File: config.mk
export PLATFORM = sky130hd
export DESIGN_NAME = zcs_slope_unit
export DESIGN_NICKNAME = d
export VERILOG_FILES = /design/src/zcs_pkg.sv /design/src/zcs_slope_unit.sv
export SDC_FILE = /design/constraint.sdc
export NUM_CORES = 1
export LEC_CHECK = 0
export BUFFER_PORTS_ARGS = -buffer_cell sky130_fd_sc_hd__buf_2
export CORE_MARGIN = 5
export CORE_UTILIZATION = 35
export CTS_CLUSTER_SIZE = 20
export DETAILED_ROUTE_END_ITERATION = 8
export GPL_ROUTABILITY_DRIVEN = 0
export PLACE_DENSITY_LB_ADDON = 0.12
export RECOVER_POWER = 25
export SLEW_MARGIN = 10
export SYNTH_ARGS = -nofsm -noshare
export SYNTH_HDL_FRONTEND = slang
export SYNTH_SLANG_ARGS = --single-unit
File: constraint.sdc
create_clock -name clk -period 50.9 [get_ports clk]
set_input_delay 2.545 -clock clk [delete_from_list [all_inputs] [get_ports clk]]
set_output_delay 2.545 -clock clk [all_outputs]
set_load 0.01 [all_outputs]
File: src/zcs_pkg.sv
// Shared types and constants for the 3x3 zero crossing slope block.
`default_nettype none

package zcs_pkg;

  localparam int PIXEL_W    = 16;
  localparam int SLOPE_W    = PIXEL_W + 1;
  localparam int ROWS_W     = 13;
  localparam int COLS_CFG_W = 11;
  localparam int THR_W      = 15;
  localparam int CFG_DATA_W = 15;
  localparam int CFG_IDX_W  = 3;
  localparam int NBR_N      = 8;

  localparam logic [ROWS_W-1:0] MAX_ROWS = 13'd4096;

  // configuration register indexes
  localparam logic [CFG_IDX_W-1:0] REG_IMAGE_ROWS     = 3'd0;
  localparam logic [CFG_IDX_W-1:0] REG_IMAGE_COLS     = 3'd1;
  localparam logic [CFG_IDX_W-1:0] REG_ZERO_THRESHOLD = 3'd2;
  localparam logic [CFG_IDX_W-1:0] REG_NEGATIVE_MODE  = 3'd3;
  localparam logic [CFG_IDX_W-1:0] REG_MARK_ONE_SIDED = 3'd4;

  typedef logic signed [PIXEL_W-1:0] pix_t;
  typedef pix_t [NBR_N-1:0] nbr_arr_t;

  typedef struct packed {
    logic action;
    pix_t pixel_value;
  } zcs_in_t;

  typedef struct packed {
    logic [SLOPE_W-1:0] slope;
    logic               frame_last;
  } zcs_out_t;

  typedef struct packed {
    logic [THR_W-1:0] thr;
    logic             negative_mode;
    logic             mark_one_sided;
  } zcs_mode_t;

  // which window borders lie inside the image
  typedef struct packed {
    logic top;
    logic bottom;
    logic left;
    logic right;
  } zcs_mask_t;

endpackage

`default_nettype wire

File: src/zcs_slope_unit.sv
// Neighbor min/max stage and slope decision for one 3x3 window.
`default_nettype none

module zcs_slope_unit import zcs_pkg::*; (
  input  wire logic      clk,
  input  wire logic      rst_n,
  input  wire logic      en,
  input  wire logic      win_valid,
  input  wire logic      win_last,
  input  wire pix_t      center,
  input  wire nbr_arr_t  nbrs,
  input  wire zcs_mode_t mode,
  output logic           res_valid,
  output zcs_out_t       res
);

  localparam int EXT_W = PIXEL_W + 3;

  pix_t nmin_nxt;
  pix_t pmax_nxt;
  pix_t nmin_r;
  pix_t pmax_r;
  pix_t ctr_r;
  logic vld_r;
  logic last_r;

  logic signed [EXT_W-1:0] v_e;
  logic signed [EXT_W-1:0] nmin_e;
  logic signed [EXT_W-1:0] pmax_e;
  logic signed [EXT_W-1:0] thr_e;
  logic signed [EXT_W-1:0] slope_e;
  logic                    pos;
  logic                    neg;

  // extremes taken together with zero
  always_comb begin
    nmin_nxt = '0;
    pmax_nxt = '0;
    for (int k = 0; k < NBR_N; k++) begin
      if (nbrs[k] < nmin_nxt) nmin_nxt = nbrs[k];
      if (nbrs[k] > pmax_nxt) pmax_nxt = nbrs[k];
    end
  end

  always_ff @(posedge clk) begin
    if (!rst_n) begin
      vld_r <= 1'b0;
    end else if (en) begin
      vld_r <= win_valid;
    end
  end

  always_ff @(posedge clk) begin
    if (en) begin
      nmin_r <= nmin_nxt;
      pmax_r <= pmax_nxt;
      ctr_r  <= center;
      last_r <= win_last;
    end
  end

  always_comb begin
    v_e     = EXT_W'(ctr_r);
    nmin_e  = EXT_W'(nmin_r);
    pmax_e  = EXT_W'(pmax_r);
    thr_e   = signed'(EXT_W'(mode.thr));
    pos     = pmax_e > thr_e;
    neg     = nmin_e < -thr_e;
    slope_e = '0;
    if (v_e > thr_e && !mode.negative_mode) begin
      if (neg) slope_e = (v_e - nmin_e) <<< 1;
    end else if (v_e < -thr_e && mode.negative_mode) begin
      if (pos) slope_e = (pmax_e - v_e) <<< 1;
    end else if (v_e > -thr_e && v_e < thr_e) begin
      if ((pos && neg) || (mode.mark_one_sided && (pos || neg))) slope_e = pmax_e - nmin_e;
    end
  end

  assign res_valid      = vld_r;
  assign res.slope      = slope_e[SLOPE_W-1:0];
  assign res.frame_last = last_r;

endmodule

`default_nettype wire

==> results.yml, run 1 <==
routing:
  wl_mm: 49.5
  vias: 13600
  post_drt_wl_per_cell_microns: 19.8
  drt_pre_antenna_iters: 7
  ant_nets: 0
  drc: 0
  drt_first_iter_violations: 798
  vias_per_cell: 5.46
logic_synthesis:
  yosysWarnings: 0
  synth_edf_count: 49
  synth_nets: 2308
  yosys_most_used_dff: "edfxtp_1"
  yosysSeqAreaShare_pct: 10.5
  ys_ff_latch: 50
  synthCells: 1819
  synth_area_sq_um: 14200
  synth_cell_types: 87
  syn_avg_cell_area_sq_um: 7.79
  async_flop_share_pct: 0
clock_tree:
  cts_root_buf: "clkbuf_16"
  cts_tree: "yes"
  htree_num_levels: 2
  clock_latency_ns: 0.31
  cts.sinks: 50
  cts_resized: 0
  numCtsBuffers: 5
  clk_pin_slew_ns: 0.08
  ctsHoldBuffers: 0
  cts_setup_buffers: 0
  cts_buffer_depth: 2
power_and_ir_drop:
  comb_power_share_pct: 85.3
  seqPwrFrac_pct: 10.6
  p_int_uw: 424
  p_sw_share_pct: 53.8
  pwr-share-clk_pct: 4.1
  vdd_drop_max_uv: 44.1
  leakagePower_nw: 7.99
  pwr_density_cell_nw_per_um2: 58.2
  p_sw_uw: 494
  power_uw: 918
setup_path:
  slowest_stage: "a31oi_2"
  critPathLaunchType: "primary input"
  critPathCaptureType: "flop"
  crit_type: "in -> reg"
  cp_max_fo: 31
  cp_common_cell: "o21ai_0"
  crit_arrival_ns: 20.84
  rrSetupSlack_ns: 50.26
  worstPathRequired_ns: 50.94
  slowest_delay_ns: 0.85
floorplan:
  core_sq_um: 39900
  io_pins: 185
  die_y_microns: 211
  rows: 73
  die-width_microns: 211
  initial_core_util_pct: 35.5
  dieArea_sq_um: 44600
global_routing:
  grt.total_usage_pct: 21.6
  grt_max_degree: 51
  grt_overflow: 0
  antenna_found_initial: 0
  grt_pass1_wl_mm: 76.8
  grt_pass1_vias: 13800
flow_run:
  maxCapViolations: 1
sta:
  relSlewSlack_pct: -96.3
  max_freq_mhz: 48.1
  slew_viol_final: 51
  totalNegativeSetupSlack_ns: 0
  hold_viol: 0
  rsz0062_at_grt: "false"
  skew_ns: 0
  fin_crit_ns: 20.80
  setup_viol: 0
  post-route-period-util_pct: 40.9
  worst_pin_slew_ns: 2.94
status:
  violations: "capacitance limit, slew limit"
  status: "finished, violations left"
hold_path:
  holdCritPathClass: "reg -> reg"
finish:
  fin_cells: 2498
  drive_gt1_share_pct: 13.4
  antenna_cells: 0
  areaGrowthSynthToFinish_pct: 11.4
  final_common_cell: "ha_1"
  fin_nets: 2461
  layout_common_cells: "320 x ha_1, 207 x inv_1, 184 x buf_2"
  final_area_sq_um: 15800
placed_design:
  placed_cells: 2490
  dpl_cell_area_sq_um: 15600
  port_buffers: 184
  post-dp-hpwl_mm: 43.2
[cells in the mapped netlist, types with 4 or more instances]
library cell | count | area, sq um
a21o_1 | 92 | 691
nor3_1 | 24 | 120
nor2_1 | 110 | 413
clkbuf_1 | 37 | 139
nand4_1 | 46 | 288
nand2b_1 | 34 | 213
o21ai_0 | 121 | 606
a31o_2 | 4 | 35.0
a21oi_1 | 154 | 771
o31a_1 | 4 | 35.0
a211o_1 | 4 | 35.0
o21ai_1 | 13 | 65.1
nor4_1 | 15 | 93.8
nand3b_1 | 6 | 45.0
nand2_1 | 125 | 469
xor2_1 | 26 | 228
edfxtp_1 | 49 | 1470
xnor2_1 | 37 | 324
and2_1 | 5 | 31.3
a211oi_1 | 13 | 97.6
a22o_1 | 16 | 140
mux2_2 | 25 | 282
o21a_1 | 10 | 75.1
nand3_1 | 33 | 165
nor2b_1 | 50 | 313
o31ai_1 | 5 | 37.5
ha_1 | 320 | 4000
a2111oi_0 | 4 | 35.0
and3_1 | 4 | 25.0
a31oi_1 | 15 | 93.8
mux2_4 | 11 | 165
inv_1 | 207 | 777
mux2i_1 | 69 | 691
o21bai_1 | 24 | 180
maj3_1 | 4 | 40.0
or3_1 | 6 | 37.5
and4_1 | 13 | 114
nor3b_1 | 6 | 45.0
o211ai_1 | 6 | 45.0
[routing by layer]
layer / vias to the layer above / routed length (microns) / GRT usage, %
met4: 0 / 1060 / 4.90
li1: 6952 / - / -
met5: - / 0 / 0
met3: 63 / 2300 / 2.33
met2: 332 / 21700 / 35.3
met1: 6293 / 24500 / 30.8
[registers in the layout (all words and copies together), names as in the netlist]
| register | cells |
|---|---|
| ctr_r | 16 |
| nmin_r | 16 |
| pmax_r | 16 |
| last_r | 1 |
| res_valid | 1 |
[metrics by stage]
stage	worst slack, ns	util (%)	hold WS, ns
finish	30.10	39.5	0.524
global route	28.27	39.5	0.542
CTS	30.25	39.6	0.528
detailed placement	29.95	39.2	0.510
global placement	30.21	39.2	0.494
floorplan	31.93	-	0.538
[worst paths after layout]
| check | cells after the start | to | from |
|---|---|---|---|
| worst max-delay path | 94 | nmin_r[1]$_DFFE_PP_ | nbrs[15] |
| worst max register to register | 2 | res_valid$_SDFFE_PN0P_ | res_valid$_SDFFE_PN0P_ |
| worst min register to register | 2 | res_valid$_SDFFE_PN0P_ | res_valid$_SDFFE_PN0P_ |
| worst min-delay path | 2 | res_valid$_SDFFE_PN0P_ | res_valid$_SDFFE_PN0P_ |
[kinds of logic (layout without fill, tap and decap cells)]
logic type | Yosys count | in the layout | share of synthesized area [%]
adders and majority gates | 327 | 327 | 29.0
xor gates and xnor gates | 64 | 64 | 4.01
buffers and inverters | 253 | 407 | 6.87
muxes | 105 | 105 | 8.03
and+or+nand+nor | 490 | 490 | 17.5
AOI/OAI and AO/OA | 529 | 529 | 24.0
other | 1 | 1 | 0.0265
DFF | 50 | 50 | 10.5
[power groups by stage]
stage | Combinational, mW | Sequential (mW) | Clock, mW
after floorplan | 0.590 | 0.0842 | 0
after global placement | 0.768 | 0.0983 | 0
after detailed placement | 0.780 | 0.0978 | 0
after CTS | 0.785 | 0.0969 | 0.0395
after global routing | 0.883 | 0.0996 | 0.0406
final | 0.783 | 0.0971 | 0.0381
[layout make-up]
cell class              count  area (sq um)
fillers                  4182         24100
multi-input cells        1516         11700
flip-flops and latches     50          1490
repair buffers            191           970
inverters                 208           781
well taps                 525           657
clock buffers               5           125
clock inverters             3          28.8
[worst max-delay path: cells and delay by family]
| kind | cells | cell delay, ns |
|---|---|---|
| AOI/OAI and AO/OA | 48 | 9.31 |
| adders and majority gates | 7 | 2.17 |
| buffers and inverters | 6 | 1.28 |
| muxes | 5 | 1.75 |
| and+or+nand+nor | 28 | 3.77 |
(Power assumes the default switching activity.)
==> run 2, diff against run 1 <==
==> constraint.sdc (replaced) <==
create_clock -name clk -period 21.1 [get_ports clk]
set_input_delay 1.055 -clock clk [delete_from_list [all_inputs] [get_ports clk]]
set_output_delay 1.055 -clock clk [all_outputs]
set_load 0.01 [all_outputs]
==> results.yml, run 2 (synthesis gave the netlist of run 1 again) <==
sta:
  relSlewSlack_pct: -89.8
  max_freq_mhz: 51.7
  hold_viol: 0
  hold-worst-slack_ns: 0.522
  setup_viol: 0
  worst_pin_slew_ns: 2.85
  slew_viol_final: 51
  skew_ns: 0
  post-route-period-util_pct: 91.7
  totalNegativeSetupSlack_ns: 0
  rsz0062_at_grt: "false"
  fin_crit_ns: 19.36
setup_path:
  r2r_end: "res_valid$_SDFFE_PN0P_"
  slowest_stage: "a31oi_2"
  worstPathRequired_ns: 21.13
  cp_max_fo: 31
  crit_arrival_ns: 19.39
  rrSetupSlack_ns: 20.46
  reg2reg_depth: 2
  crit_family: "compound AO/OA/AOI/OAI gates"
  critPathCaptureType: "flop"
  critPathBufInv: 6
  cp_common_cell: "o21ai_0"
  r2r-start: "res_valid$_SDFFE_PN0P_"
  slowest_delay_ns: 0.84
  critPathLaunchType: "primary input"
  crit_type: "in -> reg"
floorplan:
  die-width_microns: 211
  die_y_microns: 211
  initial_core_util_pct: 35.5
  io_pins: 185
  core_sq_um: 39900
  dieArea_sq_um: 44600
  rows: 73
routing:
  post_drt_wl_per_cell_microns: 19.8
  vias: 13700
  vias_per_cell: 5.49
  drt_pre_antenna_iters: 7
  drc: 0
  ant_nets: 0
  wl_mm: 49.5
  drt_first_iter_violations: 763
finish:
  reg_top3: "ctr_r x16, nmin_r x16, pmax_r x16"
  fillers: 4183
  layout_common_cells: "320 x ha_1, 207 x inv_1, 184 x buf_2"
  register_area_sq_um: 1490
  multiInputGateArea_sq_um: 11700
  final_core_util_pct: 39.5
  fin_nets: 2461
  antenna_cells: 0
  final_common_cell: "ha_1"
  drive_gt1_share_pct: 13.4
  fin_cells: 2498
  areaGrowthSynthToFinish_pct: 11.4
clock_tree:
  htree_num_levels: 2
  ctsHoldBuffers: 0
  clk_pin_slew_ns: 0.08
  cts_root_buf: "clkbuf_16"
  numCtsBuffers: 5
  cts.sinks: 50
  cts_setup_buffers: 0
  cts_buffer_depth: 2
  clock_latency_ns: 0.30
  cts_resized: 0
  cts_tree: "yes"
status:
  status: "finished, violations left"
  violations: "capacitance limit, slew limit"
power_and_ir_drop:
  power_mw: 2.22
  pwr_density_cell_nw_per_um2: 141
  vdd_drop_max_uv: 107
  leakagePower_nw: 7.99
global_routing:
  grt_overflow: 0
  grt_max_degree: 51
  grt_pass1_wl_mm: 76.7
  grt_pass1_vias: 13900
  antenna_found_initial: 0
  grt.total_usage_pct: 21.6
placed_design:
  post-dp-hpwl_mm: 43.3
  placed_cells: 2490
  port_buffers: 184
flow_run:
  maxCapViolations: 1
hold_path:
  hold_path_depth: 2
  holdCritPathClass: "reg -> reg"
  hp-start: "res_valid$_SDFFE_PN0P_"
  hold-path-endpoint: "res_valid$_SDFFE_PN0P_"
==> run 2: cell types whose count changed in the layout (fill, tap and decap cells not counted) <==
cell      delta
inv_6        +2
clkinv_4     -1
inv_8        -1
==> run 2: final cells by class <==
class / count / area share [%]
repair buffers: 191 / 6.14
well taps: 525 / 4.16
clock inverters: 3 / 0.167
inverters: 208 / 4.95
multi-input cells: 1516 / 74.3
clock buffers: 5 / 0.793
flip-flops and latches: 50 / 9.45
==> run 2: routing by layer <==
metal / vias up / GRT usage [%] / wire length (microns)
li1: 6969 / - / -
met1: 6275 / 30.4 / 24000
met2: 391 / 35.4 / 21700
met3: 69 / 2.44 / 2600
met4: 0 / 5.01 / 1210
met5: - / 0 / 0
==> run 2: where the power goes <==
| group | internal, mW | leakage (nW) | switching [mW] | total [mW] |
|---|---|---|---|---|
| clock | 0.0453 | 0.0748 | 0.0434 | 0.0887 |
| combinational | 0.797 | 7.43 | 1.10 | 1.90 |
| sequential | 0.181 | 0.487 | 0.0536 | 0.234 |
==> run 2: how the worst max path moves through the flow <==
stage / startpoint / endpoint / cells past startpoint
finish: nbrs[15] / nmin_r[3]$_DFFE_PP_ / 95
global route: nbrs[15] / nmin_r[0]$_DFFE_PP_ / 95
CTS: nbrs[15] / nmin_r[3]$_DFFE_PP_ / 94
detailed placement: nbrs[15] / nmin_r[3]$_DFFE_PP_ / 94
global placement: nbrs[15] / nmin_r[1]$_DFFE_PP_ / 94
floorplan: nbrs[15] / nmin_r[10]$_DFFE_PP_ / 97
==> run 2: per-stage QoR <==
stage                     setup WS [ns]  cell area, sq um
after floorplan                    3.62             14200
after global placement             1.90             15600
after detailed placement           1.68             15600
after CTS                          1.97             15800
after global routing             0.0148             15800
final                              1.74             15800
==> run 2: worst min-delay path, delay by kind of cell, from the launching register on <==
kind,cells,cell delay (ns)
simple gates,1,0.10
flops,1,0.33
mux,1,0.06
==> run 3, diff against run 2 <==
--- a/config.mk
+++ b/config.mk
@@ -7,10 +7,11 @@
 export LEC_CHECK = 0
 export BUFFER_PORTS_ARGS = -buffer_cell sky130_fd_sc_hd__buf_2
 export CORE_MARGIN = 5
-export CORE_UTILIZATION = 35
+export CORE_UTILIZATION = 50
 export CTS_CLUSTER_SIZE = 20
 export DETAILED_ROUTE_END_ITERATION = 8
 export GPL_ROUTABILITY_DRIVEN = 0
+export MAX_ROUTING_LAYER = met4
 export PLACE_DENSITY_LB_ADDON = 0.12
 export RECOVER_POWER = 25
 export SLEW_MARGIN = 10
==> results.yml, run 3 (synthesis gave the netlist of run 1 again) <==
finish:
  fin_cells: 2353
  final_common_cell: "ha_1"
  antenna_cells: 0
  layout_common_cells: "320 x ha_1, 207 x inv_1, 184 x buf_2"
  multiInputGateArea_sq_um: 11700
  drive_gt1_share_pct: 13.4
  final_core_util_pct: 56.1
  register_area_sq_um: 1490
  areaGrowthSynthToFinish_pct: 10.3
  fillers: 2718
  reg_top3: "ctr_r x16, nmin_r x16, pmax_r x16"
  fin_nets: 2463
sta:
  setup_viol: 0
  post-route-period-util_pct: 90.9
  slew_viol_final: 51
  hold_viol: 0
  relSlewSlack_pct: -93.6
  rsz0062_at_grt: "false"
  fin_ws_ns: 1.93
  fin_crit_ns: 19.17
  worst_pin_slew_ns: 2.90
  skew_ns: 0
  max_freq_mhz: 52.2
  totalNegativeSetupSlack_ns: 0
placed_design:
  placed_cells: 2345
  pre_cts_ws_ns: 1.63
  post-dp-hpwl_mm: 39.7
  port_buffers: 184
setup_path:
  critPathBufInv: 7
  crit_type: "in -> reg"
  slowest_delay_ns: 0.74
  crit_arrival_ns: 19.24
  worstPathRequired_ns: 21.17
  crit_family: "compound AO/OA/AOI/OAI gates"
  cp_common_cell: "a21oi_1"
  critPathLaunchType: "primary input"
  cp_max_fo: 30
  slowest_stage: "o21ai_2"
  critPathCaptureType: "flop"
clock_tree:
  numCtsBuffers: 5
  cts_setup_buffers: 0
  cts_root_buf: "clkbuf_16"
  cts_tree: "yes"
  cts_buffer_depth: 2
  htree_num_levels: 2
  clk_pin_slew_ns: 0.08
  clock_latency_ns: 0.32
  cts.sinks: 50
global_routing:
  grt_overflow: 0
  use_met3_pct: 3.60
  grt_pass1_wl_mm: 70.7
  antenna_found_initial: 0
  busiest_layer: "met2"
  grt_max_degree: 51
  grt_pass1_vias: 13400
  grt.total_usage_pct: 28.7
  met2_usage_pct: 43.4
  met1_usage_pct: 40.2
floorplan:
  rows: 61
  initial_core_util_pct: 50.8
  core_sq_um: 27900
  dieArea_sq_um: 31800
  io_pins: 185
  die_y_microns: 178
  die-width_microns: 178
flow_run:
  maxCapViolations: 1
power_and_ir_drop:
  pwr_density_cell_nw_per_um2: 142
  vdd_drop_max_uv: 107
  leakagePower_nw: 8.00
  power_mw: 2.21
routing:
  drt_first_iter_violations: 949
  ant_nets: 0
  drc: 0
  vias: 14100
  post_drt_wl_per_cell_microns: 19.5
  vias_per_cell: 5.98
  drt_pre_antenna_iters: 6
  wl_mm: 46.0
hold_path:
  holdCritPathClass: "reg -> reg"
status:
  violations: "capacitance limit, slew limit"
  status: "finished, violations left"
run 3: cell count changes in the layout (fill, tap and decap cells not counted), sizes merged:
cell	change
inv	-1
buf	+2
clkinv	+1
run 3: timing repair:
action / CTS / global route
hold buffers: 0 / 0
resized for setup: 0 / 1
setup endpoints to repair: 0 / 1
run 3: report_power, final:
part / switching (mW) / leakage [nW] / internal (mW)
registers: 0.0541 / 0.487 / 0.181
clock network: 0.0461 / 0.0759 / 0.0455
logic: 1.08 / 7.44 / 0.804
run 3: layer usage:
metal,wire length (microns),vias up
li1,-,6978
met1,21700,6480
met2,19500,523
met3,3330,91
met4,1450,0
met5,0,-
run 3: per-stage QoR:
stage,cell area [sq um],hold slack (ns)
3_3_place_gp,15500,0.499
4_1_cts,15600,0.537
5_1_grt,15600,0.587
6_report,15600,0.530
2_1_floorplan,14200,0.538
3_5_place_dp,15500,0.523
run 3: path summary, 6_finish.rpt:
check	startpoint	endpoint	slack, ns	cells after the start
max	nbrs[15]	pmax_r[0]$_DFFE_PP_	1.93	84
min	res_valid$_SDFFE_PN0P_	res_valid$_SDFFE_PN0P_	0.53	2
max reg2reg	res_valid$_SDFFE_PN0P_	res_valid$_SDFFE_PN0P_	20.45	2
min reg2reg	res_valid$_SDFFE_PN0P_	res_valid$_SDFFE_PN0P_	0.53	2
run 3: final cells by class:
class	instances	area share (%)
Timing Repair Buffer	193	6.30
Inverter	208	5.00
Multi-Input combinational cell	1516	75.1
Tap cell	378	3.03
Clock inverter	3	0.184
Sequential cell	50	9.55
Clock buffer	5	0.801
run 3: worst register-to-register path: stages, from the launching register on:
cell and delay (ns):
dfxtp_1 0.33, mux2i_1 0.06, nor2b_1 0.19
